`src/rtl/gqg_pkg.sv`:
```
// Shared types, constants and helpers of the glyph quad generator.
// No dependencies; the other files that use it refer to it by scoped names.
`timescale 1ns / 1ps

package gqg_pkg;

   localparam int GLYPHS_DEFAULT = 256;

   localparam int POS_W   = 21;
   localparam int ACC_W   = 28;
   localparam int TEX_W   = 16;
   localparam int TEXEL_W = 13;

   localparam int CSR_ADDR_W = 5;
   localparam int CSR_DATA_W = 32;

   localparam logic [2:0] REG_LETTER_SCALE  = 3'd0;
   localparam logic [2:0] REG_SCREEN_WIDTH  = 3'd1;
   localparam logic [2:0] REG_SCREEN_HEIGHT = 3'd2;
   localparam logic [2:0] REG_TEX_WIDTH     = 3'd3;
   localparam logic [2:0] REG_TEX_HEIGHT    = 3'd4;
   localparam logic [2:0] REG_MAX_CHARS     = 3'd5;

   localparam logic [15:0] LETTER_SCALE_RST  = 16'd256;
   localparam logic [12:0] SCREEN_WIDTH_RST  = 13'd800;
   localparam logic [12:0] SCREEN_HEIGHT_RST = 13'd600;
   localparam logic [12:0] TEX_WIDTH_RST     = 13'd256;
   localparam logic [12:0] TEX_HEIGHT_RST    = 13'd256;
   localparam logic [10:0] MAX_CHARS_RST     = 11'd64;

   localparam logic FUNC_WRITE = 1'b0;
   localparam logic FUNC_CHAR  = 1'b1;

   localparam logic [1:0] CORNER_LAST = 2'd3;

   localparam logic signed [POS_W-1:0] POS_MAX = 21'sd1048575;
   localparam logic signed [POS_W-1:0] POS_MIN = -21'sd1048576;

   typedef struct packed {
      logic [15:0] letter_scale;
      logic [12:0] screen_width;
      logic [12:0] screen_height;
      logic [12:0] tex_width;
      logic [12:0] tex_height;
      logic [10:0] max_chars;
   } cfg_type;

   // one glyph table entry, source x in the lowest bits
   typedef struct packed {
      logic [7:0]  x_advance;
      logic [7:0]  y_offset;
      logic [7:0]  x_offset;
      logic [7:0]  src_h;
      logic [7:0]  src_w;
      logic [11:0] src_y;
      logic [11:0] src_x;
   } glyph_type;

   typedef enum logic [3:0] {
      ST_IDLE,
      ST_READ,
      ST_LEFT,
      ST_RIGHT,
      ST_TOP,
      ST_BOTTOM,
      ST_PEN,
      ST_DIV_GO,
      ST_DIV_WAIT,
      ST_EMIT
   } state_type;

   typedef struct packed {
      logic start;
      logic [TEXEL_W-1:0] texel;
      logic [TEXEL_W-1:0] size;
   } div_req_type;

   typedef struct packed {
      logic done;
      logic [TEX_W-1:0] quot;
   } div_rsp_type;

   function automatic logic signed [POS_W-1:0] sat21(input logic signed [ACC_W-1:0] v);
      logic signed [ACC_W-1:0] hi;
      logic signed [ACC_W-1:0] lo;
      hi = {{(ACC_W-POS_W){1'b0}}, POS_MAX};
      lo = {{(ACC_W-POS_W){1'b1}}, POS_MIN};
      if (v > hi) begin
         return POS_MAX;
      end else if (v < lo) begin
         return POS_MIN;
      end
      return v[POS_W-1:0];
   endfunction

endpackage

```
`src/rtl/gqg_divider.sv`:
```
// Radix-2 restoring divider for texture coordinates: floor(texel*65536/size),
// saturated to 16 bits. Depends on gqg_pkg.
`timescale 1ns / 1ps

module gqg_divider (
   input  logic                clock,
   input  logic                reset,
   input  gqg_pkg::div_req_type req,
   output gqg_pkg::div_rsp_type rsp
);

   localparam int TW = gqg_pkg::TEXEL_W;
   localparam int QW = gqg_pkg::TEX_W;
   localparam int CW = $clog2(QW);

   logic          busy_ff, busy_in;
   logic          done_ff, done_in;
   logic [CW-1:0] cnt_ff, cnt_in;
   logic [TW-1:0] rem_ff, rem_in;
   logic [TW-1:0] size_ff, size_in;
   logic [QW-1:0] quot_ff, quot_in;
   logic [TW:0]   rem2;

   assign rem2 = {rem_ff, 1'b0};

   always_comb begin
      busy_in = busy_ff;
      done_in = 1'b0;
      cnt_in  = cnt_ff;
      rem_in  = rem_ff;
      size_in = size_ff;
      quot_in = quot_ff;
      if (req.start) begin
         size_in = req.size;
         cnt_in  = '0;
         // texel >= size means the quotient is 65536 or more
         if (req.texel >= req.size) begin
            quot_in = '1;
            done_in = 1'b1;
         end else begin
            rem_in  = req.texel;
            busy_in = 1'b1;
         end
      end else if (busy_ff) begin
         if (rem2 >= {1'b0, size_ff}) begin
            rem_in  = TW'(rem2 - {1'b0, size_ff});
            quot_in = {quot_ff[QW-2:0], 1'b1};
         end else begin
            rem_in  = rem2[TW-1:0];
            quot_in = {quot_ff[QW-2:0], 1'b0};
         end
         cnt_in = cnt_ff + 1'b1;
         if (cnt_ff == CW'(QW - 1)) begin
            busy_in = 1'b0;
            done_in = 1'b1;
         end
      end
   end

   always_ff @(posedge clock) begin
      if (reset) begin
         busy_ff <= 1'b0;
         done_ff <= 1'b0;
      end else begin
         busy_ff <= busy_in;
         done_ff <= done_in;
      end
      cnt_ff  <= cnt_in;
      rem_ff  <= rem_in;
      size_ff <= size_in;
      quot_ff <= quot_in;
   end

   assign rsp = {done_ff, quot_ff};

endmodule

```
`config.mk`:
```
export PLATFORM = sky130hd
export DESIGN_NAME = gqg_divider
export DESIGN_NICKNAME = d
export VERILOG_FILES = /design/src/rtl/gqg_pkg.sv /design/src/rtl/gqg_divider.sv
export SDC_FILE = /design/constraint.sdc
export NUM_CORES = 1
export LEC_CHECK = 0
export ABC_AREA = 1
export BUFFER_PORTS_ARGS = -buffer_cell sky130_fd_sc_hd__buf_2
export CORE_ASPECT_RATIO = 1.25
export CORE_MARGIN = 1
export CORE_UTILIZATION = 43
export CTS_CLUSTER_SIZE = 30
export DETAILED_ROUTE_END_ITERATION = 10
export HOLD_SLACK_MARGIN = 0.05
export PLACE_DENSITY = 0.69
export SKIP_LAST_GASP = 1
export SLEW_MARGIN = 20
export SYNTH_ARGS = -nofsm -noshare
export SYNTH_HDL_FRONTEND = slang
export SYNTH_SLANG_ARGS = --single-unit
```
`constraint.sdc`:
```
create_clock -name clock -period 2.7 [get_ports clock]
set_clock_uncertainty 0.15 [all_clocks]
set_input_delay 0.135 -clock clock [delete_from_list [all_inputs] [get_ports clock]]
set_output_delay 0.135 -clock clock [all_outputs]
set_load 0.1 [all_outputs]
```
==> out/results.ini <==
[status]
status=complete, no violations

[global_routing]
grt_pass1_vias=2656
grt_pass1_wl_mm=11.59
grtUsageTotal_pct=19.15
grt_start_max_net_pins=47
overflow=0
antenna_found_initial=0

[routing]
ant_nets=0
drtIter0Drc=153
firstDrtPassIters=4
wl_per_cell_um=12.55
drc=0
vias=2674
routed_wl_mm=6.815
detail_route.vias_per_cell=4.924

[finish]
area.growth.synth_to_final_pct=21.96
n_fill_cell=638
antennaDiodeCount=0
final_cells=543
drive_above_1_share_pct=17.00
nets=509

[yosys]
yosys_most_used_dff=edfxtp_1
netlist_top_cells_area=edfxtp_1 41%, nand2_1 13%, ha_1 11%
postSynth.asyncResetShare_pct=0
yosysSeqAreaShare_pct=44.41
synth.distinct_cells=30
netlist_area_mm2=0.003110
synth_top_area_share_pct=40.55
yosysMostFrequentCell=nand2_1
synth_edf_count=42
syn_nets=437
synthTopCellsByCount=105 x nand2_1, 68 x inv_1, 42 x edfxtp_1
netlist_instances=380
synth-seq-cells=48
yosys_warnings=0
syn_area_per_cell_um2=8.185
synth.largest_area_cell=edfxtp_1

[placement]
dp_hpwl_mm=4.831
port_buffers=45
dp_cells=509
place.gp.congestion=0.8258

[setup_path]
r2r_slack_ns=0.32
cp_max_fo=14
worstSetupStartpointType=register
cp.required_ns=2.72
endpoint_kind=register
timing.rr.end=rem_ff[8]
arrival_ns=2.40
worstRegToRegCells=10
worstSetupPathType=register to register
r2r-start=size_ff[0]

[floorplan]
pin_count=46
start_util_pct=44.58
core_area_mm2=0.006977
die_y_um=97.09
die_w_um=78.07
die_area_mm2=0.007580
rows=34

[flow_run]
drv_cap=0

[min_path]
holdPathStages=3
worstHoldPathType=input port to register
hp-start=req[13]
worstHoldEndpoint=rem_ff[0]

[cts]
htreeDepth=2
cts_buffers=5
cts_tree=done
clk-insertion-delay-late_ns=0.31
cts.clk_slew.worst_paths_ns=0.10
cts_setup_buffers=0
clock-sinks=48
cts_resized=0
clock_path_buffers=2
clock-root-buffer=clkbuf_8
ctsHoldBuffers=26

[pwr]
ir_worst_vdd_mv=0.3782
leakage_nw=1.830
total_power_mw=2.237
powerDensity_mw_per_mm2=589.8

[sta]
min_period_ns=2.380
drv_slew=0
rsz0062_at_grt=no
worst_slew_margin_rel_pct=64.02
setup-tns-final_ns=0
hold_viol_final=0
fmax_mhz=420.1
setup_viol=0
finalCritPeriodShare_pct=88.16
worst_pin_slew_ns=0.5364

metrics by stage:
stage | worst slack [ns] | hold WS (ns) | instance area, um^2 | utilization [%]
global route | 0.1766 | 0.05199 | 3794 | 54.38
floorplan | 0.6264 | 0.05407 | 3110 | -
CTS | 0.3580 | 0.05093 | 3794 | 54.38
detailed placement | 0.3807 | 0.1621 | 3417 | 48.98
global placement | 0.4477 | 0.1660 | 3417 | 48.98
finish | 0.3196 | 0.05678 | 3794 | 54.38
critical path, cell delays in order, from the launching register on:
cell and delay, ns:
edfxtp_1 0.46, fa_1 0.46, inv_1 0.09, nand2_1 0.05
nand2_1 0.10, nand3_1 0.12, a21oi_2 0.19, nor2_4 0.12
nor2_4 0.28, nand2_1 0.10, nand3_1 0.12
placed cells by master, fill, tap and decap left out, drive strengths merged:
master,instances
nor2,23
xnor2,2
clkinv,3
a31oi,1
dfxtp,6
a21o,2
o21ai,6
clkbuf,5
nand3,39
ha,27
and2,1
nand4,6
bufinv,1
inv,68
fa,1
a21oi,13
or2,16
buf,48
nand2,106
dlygate4sd3,26
a21boi,1
xor2,4
nor3,6
edfxtp,42
area by class of cell:
class	instances	area, um^2	area share [%]
clock buffer	5	68.82	1.814
clock inverter	3	47.55	1.253
inverter	69	259.0	6.827
multi-input combinational	254	1416	37.34
sequential	48	1381	36.41
tap	90	112.6	2.968
timing repair buffer	74	508.0	13.39
routing by layer:
layer | GRT usage [%] | vias to the layer above | wire [um]
met3 | 2.817 | 19 | 287
met1 | 22.74 | 1212 | 2840
met2 | 34.41 | 83 | 3521
li1 | - | 1360 | -
met4 | 7.123 | 0 | 165
met5 | 0 | - | 0
report_power, final:
group	total [mW]	internal [mW]	switching (mW)
logic	0.761	0.259	0.501
registers	0.933	0.898	0.0350
clock network	0.544	0.279	0.265
worst max-delay path by stage:
stage                 to        from  depth (start not counted)  slack (ns)
2_1_floorplan  rem_ff[6]   rem_ff[0]                         11        0.63
3_3_place_gp   rem_ff[0]  size_ff[0]                         10        0.45
3_5_place_dp   rem_ff[8]  size_ff[0]                         10        0.38
4_1_cts        rem_ff[8]  size_ff[0]                         10        0.36
5_1_grt        rem_ff[8]   rem_ff[8]                         11        0.18
6_report       rem_ff[8]  size_ff[0]                         10        0.32
sequential cells by signal, summed over array words and instances, names as in the netlist:
register / count
done_ff: 1
quot_ff: 16
rem_ff: 13
size_ff: 13
busy_ff: 1
cnt_ff: 4
cells by family (layout without fill, tap and decap cells):
group,count (synthesis),after routing,share of synthesized area [%]
AND/OR/NAND/NOR,197,197,28.24
flip-flops,48,48,44.41
XOR/XNOR,6,6,1.689
AO/OA/AOI/OAI,23,23,4.103
adder cells (fa/ha/maj),28,28,11.50
buffers and inverters,78,151,10.06
No activity file was read; power rests on OpenSTA's default activity.
