===== config.mk =====
export PLATFORM = sky130hd
export DESIGN_NAME = gqg_csr
export DESIGN_NICKNAME = d
export VERILOG_FILES = /design/src/rtl/gqg_pkg.sv /design/src/rtl/gqg_csr.sv
export SDC_FILE = /design/constraint.sdc
export NUM_CORES = 1
export LEC_CHECK = 0
export BUFFER_PORTS_ARGS = -buffer_cell sky130_fd_sc_hd__buf_2
export CORE_MARGIN = 5
export CORE_UTILIZATION = 49
export CTS_CLUSTER_SIZE = 14
export DETAILED_ROUTE_END_ITERATION = 10
export PLACE_DENSITY_LB_ADDON = 0.2
export RECOVER_POWER = 50
export SYNTH_ARGS = -nofsm -noshare
export SYNTH_HDL_FRONTEND = slang
export SYNTH_SLANG_ARGS = --single-unit

===== constraint.sdc =====
create_clock -name clock -period 1.2 [get_ports clock]
set_input_delay 0 -clock clock [delete_from_list [all_inputs] [get_ports clock]]
set_output_delay 0 -clock clock [all_outputs]
set_load 0.005 [all_outputs]

===== src/rtl/gqg_pkg.sv =====
// Shared types, constants and helpers of the glyph quad generator.
// No dependencies; the other files that use it refer to it by scoped names.
`timescale 1ns / 1ps

package gqg_pkg;

   localparam int GLYPHS_DEFAULT = 256;

   localparam int POS_W   = 21;
   localparam int ACC_W   = 28;
   localparam int TEX_W   = 16;
   localparam int TEXEL_W = 13;

   localparam int CSR_ADDR_W = 5;
   localparam int CSR_DATA_W = 32;

   localparam logic [2:0] REG_LETTER_SCALE  = 3'd0;
   localparam logic [2:0] REG_SCREEN_WIDTH  = 3'd1;
   localparam logic [2:0] REG_SCREEN_HEIGHT = 3'd2;
   localparam logic [2:0] REG_TEX_WIDTH     = 3'd3;
   localparam logic [2:0] REG_TEX_HEIGHT    = 3'd4;
   localparam logic [2:0] REG_MAX_CHARS     = 3'd5;

   localparam logic [15:0] LETTER_SCALE_RST  = 16'd256;
   localparam logic [12:0] SCREEN_WIDTH_RST  = 13'd800;
   localparam logic [12:0] SCREEN_HEIGHT_RST = 13'd600;
   localparam logic [12:0] TEX_WIDTH_RST     = 13'd256;
   localparam logic [12:0] TEX_HEIGHT_RST    = 13'd256;
   localparam logic [10:0] MAX_CHARS_RST     = 11'd64;

   localparam logic FUNC_WRITE = 1'b0;
   localparam logic FUNC_CHAR  = 1'b1;

   localparam logic [1:0] CORNER_LAST = 2'd3;

   localparam logic signed [POS_W-1:0] POS_MAX = 21'sd1048575;
   localparam logic signed [POS_W-1:0] POS_MIN = -21'sd1048576;

   typedef struct packed {
      logic [15:0] letter_scale;
      logic [12:0] screen_width;
      logic [12:0] screen_height;
      logic [12:0] tex_width;
      logic [12:0] tex_height;
      logic [10:0] max_chars;
   } cfg_type;

   // one glyph table entry, source x in the lowest bits
   typedef struct packed {
      logic [7:0]  x_advance;
      logic [7:0]  y_offset;
      logic [7:0]  x_offset;
      logic [7:0]  src_h;
      logic [7:0]  src_w;
      logic [11:0] src_y;
      logic [11:0] src_x;
   } glyph_type;

   typedef enum logic [3:0] {
      ST_IDLE,
      ST_READ,
      ST_LEFT,
      ST_RIGHT,
      ST_TOP,
      ST_BOTTOM,
      ST_PEN,
      ST_DIV_GO,
      ST_DIV_WAIT,
      ST_EMIT
   } state_type;

   typedef struct packed {
      logic start;
      logic [TEXEL_W-1:0] texel;
      logic [TEXEL_W-1:0] size;
   } div_req_type;

   typedef struct packed {
      logic done;
      logic [TEX_W-1:0] quot;
   } div_rsp_type;

   function automatic logic signed [POS_W-1:0] sat21(input logic signed [ACC_W-1:0] v);
      logic signed [ACC_W-1:0] hi;
      logic signed [ACC_W-1:0] lo;
      hi = {{(ACC_W-POS_W){1'b0}}, POS_MAX};
      lo = {{(ACC_W-POS_W){1'b1}}, POS_MIN};
      if (v > hi) begin
         return POS_MAX;
      end else if (v < lo) begin
         return POS_MIN;
      end
      return v[POS_W-1:0];
   endfunction

endpackage


===== src/rtl/gqg_csr.sv =====
// APB-style configuration registers of the glyph quad generator.
// Depends on gqg_pkg.
`timescale 1ns / 1ps

module gqg_csr (
   input  logic                               clock,
   input  logic                               reset,
   input  logic                               psel,
   input  logic                               penable,
   input  logic                               pwrite,
   input  logic [gqg_pkg::CSR_ADDR_W-1:0]     paddr,
   input  logic [gqg_pkg::CSR_DATA_W-1:0]     pwdata,
   output logic [gqg_pkg::CSR_DATA_W-1:0]     prdata,
   output logic                               pready,
   output gqg_pkg::cfg_type                   cfg
);

   gqg_pkg::cfg_type cfg_ff, cfg_in;
   logic             wr_en;
   logic [2:0]       reg_idx;

   assign pready  = 1'b1;
   assign wr_en   = psel & penable & pwrite & pready;
   assign reg_idx = paddr[4:2];

   always_comb begin
      cfg_in = cfg_ff;
      if (wr_en) begin
         unique case (reg_idx)
            gqg_pkg::REG_LETTER_SCALE:  cfg_in.letter_scale  = pwdata[15:0];
            gqg_pkg::REG_SCREEN_WIDTH:  cfg_in.screen_width  = pwdata[12:0];
            gqg_pkg::REG_SCREEN_HEIGHT: cfg_in.screen_height = pwdata[12:0];
            gqg_pkg::REG_TEX_WIDTH:     cfg_in.tex_width     = pwdata[12:0];
            gqg_pkg::REG_TEX_HEIGHT:    cfg_in.tex_height    = pwdata[12:0];
            gqg_pkg::REG_MAX_CHARS:     cfg_in.max_chars     = pwdata[10:0];
            default: ;
         endcase
      end
   end

   always_comb begin
      unique case (reg_idx)
         gqg_pkg::REG_LETTER_SCALE:  prdata = {16'd0, cfg_ff.letter_scale};
         gqg_pkg::REG_SCREEN_WIDTH:  prdata = {19'd0, cfg_ff.screen_width};
         gqg_pkg::REG_SCREEN_HEIGHT: prdata = {19'd0, cfg_ff.screen_height};
         gqg_pkg::REG_TEX_WIDTH:     prdata = {19'd0, cfg_ff.tex_width};
         gqg_pkg::REG_TEX_HEIGHT:    prdata = {19'd0, cfg_ff.tex_height};
         gqg_pkg::REG_MAX_CHARS:     prdata = {21'd0, cfg_ff.max_chars};
         default:                    prdata = '0;
      endcase
   end

   always_ff @(posedge clock) begin
      if (reset) begin
         cfg_ff.letter_scale  <= gqg_pkg::LETTER_SCALE_RST;
         cfg_ff.screen_width  <= gqg_pkg::SCREEN_WIDTH_RST;
         cfg_ff.screen_height <= gqg_pkg::SCREEN_HEIGHT_RST;
         cfg_ff.tex_width     <= gqg_pkg::TEX_WIDTH_RST;
         cfg_ff.tex_height    <= gqg_pkg::TEX_HEIGHT_RST;
         cfg_ff.max_chars     <= gqg_pkg::MAX_CHARS_RST;
      end else begin
         cfg_ff <= cfg_in;
      end
   end

   assign cfg = cfg_ff;

endmodule


==> flow_summary.json <==
{
  "status": "finished with violations",
  "violations": "setup timing",
  "whs_path_depth": 2,
  "grt_pass1_vias": 4168,
  "maxCapViolCount": 0,
  "drive_gt1_share_pct": 36.13,
  "fp.dieH_um": 100.2,
  "synth_top_cell_by_area": "dfxtp_1",
  "power_density_mw_per_mm2": 1085,
  "cpLargestDelayFamily": "compound AO/OA/AOI/OAI gates",
  "wl_per_cell_um": 19.33,
  "ir_worst_vdd_uv": 562.6,
  "cts.clk_slew.worst_paths_ns": 0.09,
  "power_uw": 5833,
  "core-area_mm2": 0.008051,
  "cts_buffers": 9,
  "start_util_pct": 49.53,
  "place_area_mm2": 0.004738,
  "antenna_found_initial": 0,
  "worst_setup_path_end_kind": "output pin",
  "timing.rr.end": "cfg[69]",
  "whs_endpoint": "cfg[23]",
  "grt_pass1_wl_um": 22230,
  "reg2reg_depth": 4,
  "tightest_slew_ns": 0.5940,
  "cp.arrival_ns": 1.42,
  "ios": 154,
  "die_w_um": 100.2,
  "worstHoldStart": "reset",
  "crit_fanout": 2,
  "ant_nets": 0,
  "cts_sinks": 79,
  "netlist.area_leader.share_pct": 39.66,
  "yosysMostFrequentCell": "dfxtp_1",
  "num_antenna_cells": 0,
  "rsz0062_at_grt": "true",
  "via_per_inst": 5.851,
  "finalClockSkew_ns": 0,
  "wirelength_um": 14220,
  "cts.path.max_buffers": 2,
  "slew_headroom_pct": 60.40,
  "finalCritPeriodShare_pct": 118.0,
  "worstReg2RegStart": "cfg[69]",
  "synth_area_leaders": "dfxtp_1 40%, o21ai_0 9.7%, a21oi_1 7.3%",
  "h-tree-depth": 3,
  "synthCells": 474,
  "r2r_setup_slack_ns": 0.28,
  "grt_overflow": 0,
  "cts_tree": "built",
  "critPathBufInv": 1,
  "cts_root_buf": "clkbuf_8",
  "drc": 0,
  "fin_ws_ns": -0.2164,
  "synthArstFlopShare_pct": 0,
  "synth_common_cells": "79 x dfxtp_1, 77 x o21ai_0, 58 x a21oi_1",
  "areaGrowthSynthToFinish_pct": 34.77,
  "port_buffers": 118,
  "drt_iter0_markers": 319,
  "largest_register_ffs": 79,
  "final_hold_viol_count": 0,
  "ys_types": 36,
  "synth-seq-cells": 79,
  "crit_type": "reg -> out",
  "slew_violations": 0,
  "whs_ns": 0.05237,
  "max_stage_delay_ns": 0.32,
  "ys_seq_area_share_pct": 39.66,
  "dp_hpwl_um": 9552,
  "clk_latency_ns": 0.35,
  "die_area_mm2": 0.01004,
  "synth-main-ff-cell": "dfxtp_1",
  "place_congestion": 0.8833,
  "slowest_stage": "dfxtp_2",
  "vias": 4306,
  "synth_edf_count": 0,
  "avgSynthCellArea_um2": 8.413,
  "yosysWarnings": 0,
  "leakagePower_uw": 0.002316,
  "fin_crit_ns": 1.416,
  "netlist_area_mm2": 0.003988,
  "drtPass1Iterations": 5,
  "worstSetupStartpointType": "flop",
  "setup_viol": 14,
  "worstPathRequired_ns": 1.20,
  "rows": 33,
  "nets": 668,
  "worstPathCellList": "mux2_4 -> a32oi_2 -> o21ai_1 -> buf_2",
  "maxClockFrequency_mhz": 706.0,
  "grt_util_all_layers_pct": 27.92,
  "final_cell_area_mm2": 0.005374,
  "hold_class": "in -> reg",
  "grt_max_degree": 40
}
## placed cells by master, fill, tap and decap left out, types with 6 or more instances in the layout
cell | Yosys | layout
a21oi_1 | 58 | 57
buf_12 | 0 | 7
buf_2 | 17 | 106
buf_4 | 26 | 43
clkbuf_1 | 14 | 13
clkbuf_8 | 0 | 10
conb_1 | 2 | 17
dfxtp_1 | 79 | 59
dfxtp_2 | 0 | 20
dlygate4sd3_1 | 0 | 16
mux2_2 | 14 | 8
mux2_4 | 0 | 6
mux2i_1 | 29 | 29
nand2b_1 | 15 | 15
nand3_1 | 56 | 56
nor2_1 | 19 | 20
nor2b_1 | 13 | 12
o21ai_0 | 77 | 72
o21ai_1 | 7 | 12
## cells by family (layout without fill, tap and decap cells)
family,Yosys count,count (layout),share of synthesized area (%)
compound gates,161,161,21.96
simple gates,123,123,16.91
mux,43,43,11.23
other cells,2,17,0.1883
flops,79,79,39.66
buf+inv,66,208,10.04
## final cells by class
type	instances	area [um^2]
multi-input cells	344	2143
flip-flops and latches	79	1607
clock inverters	6	115.1
fillers	692	2678
repair buffers	190	1232
well taps	105	131.4
clock buffers	10	137.6
inverters	2	7.507
## power breakdown
group,switching [uW],internal [uW]
logic,407,269
clock network,1050,1450
registers,14.9,2640
total,1470,4360
## repair_timing
| action | in CTS | in global routing |
|---|---|---|
| pin swaps | 12 | 2 |
| endpoints found under the hold margin | 66 | 0 |
| gates resized for setup | 45 | 2 |
| setup endpoints to repair | 12 | 12 |
| hold buffers | 16 | 0 |
| buffers inserted | 21 | 0 |
## layer usage
| layer | part of all wire, % | track usage [%] | vias up |
|---|---|---|---|
| met4 | 2.3 | 9.845 | 0 |
| met2 | 48 | 46.18 | 243 |
| met3 | 8.5 | 3.753 | 27 |
| met5 | 0 | 0 | - |
| met1 | 41 | 37.30 | 2067 |
| li1 | - | - | 1969 |
## metrics by stage
stage	instances	utilization [%]	setup TNS, ns	setup slack [ns]
floorplan	489	-	0	0.3087
global placement	683	58.85	0	0.02821
detailed placement	683	58.85	-0.007299	-0.007299
CTS	736	67.38	-1.336	-0.1981
global route	736	66.74	-4.002	-0.2489
finish	736	66.74	-1.630	-0.2164
## how the worst max path moves through the flow
stage	startpoint	end	slack, ns	cells after the start
final	cfg[14]	prdata[3]	-0.22	4
after CTS	cfg[37]	prdata[0]	-0.20	4
after floorplan	paddr[3]	cfg[16]	0.31	6
after global routing	cfg[14]	prdata[3]	-0.25	4
after detailed placement	paddr[3]	prdata[3]	-0.007	7
after global placement	paddr[2]	prdata[0]	0.03	6
Note: power is estimated with default switching activity, not from simulation.
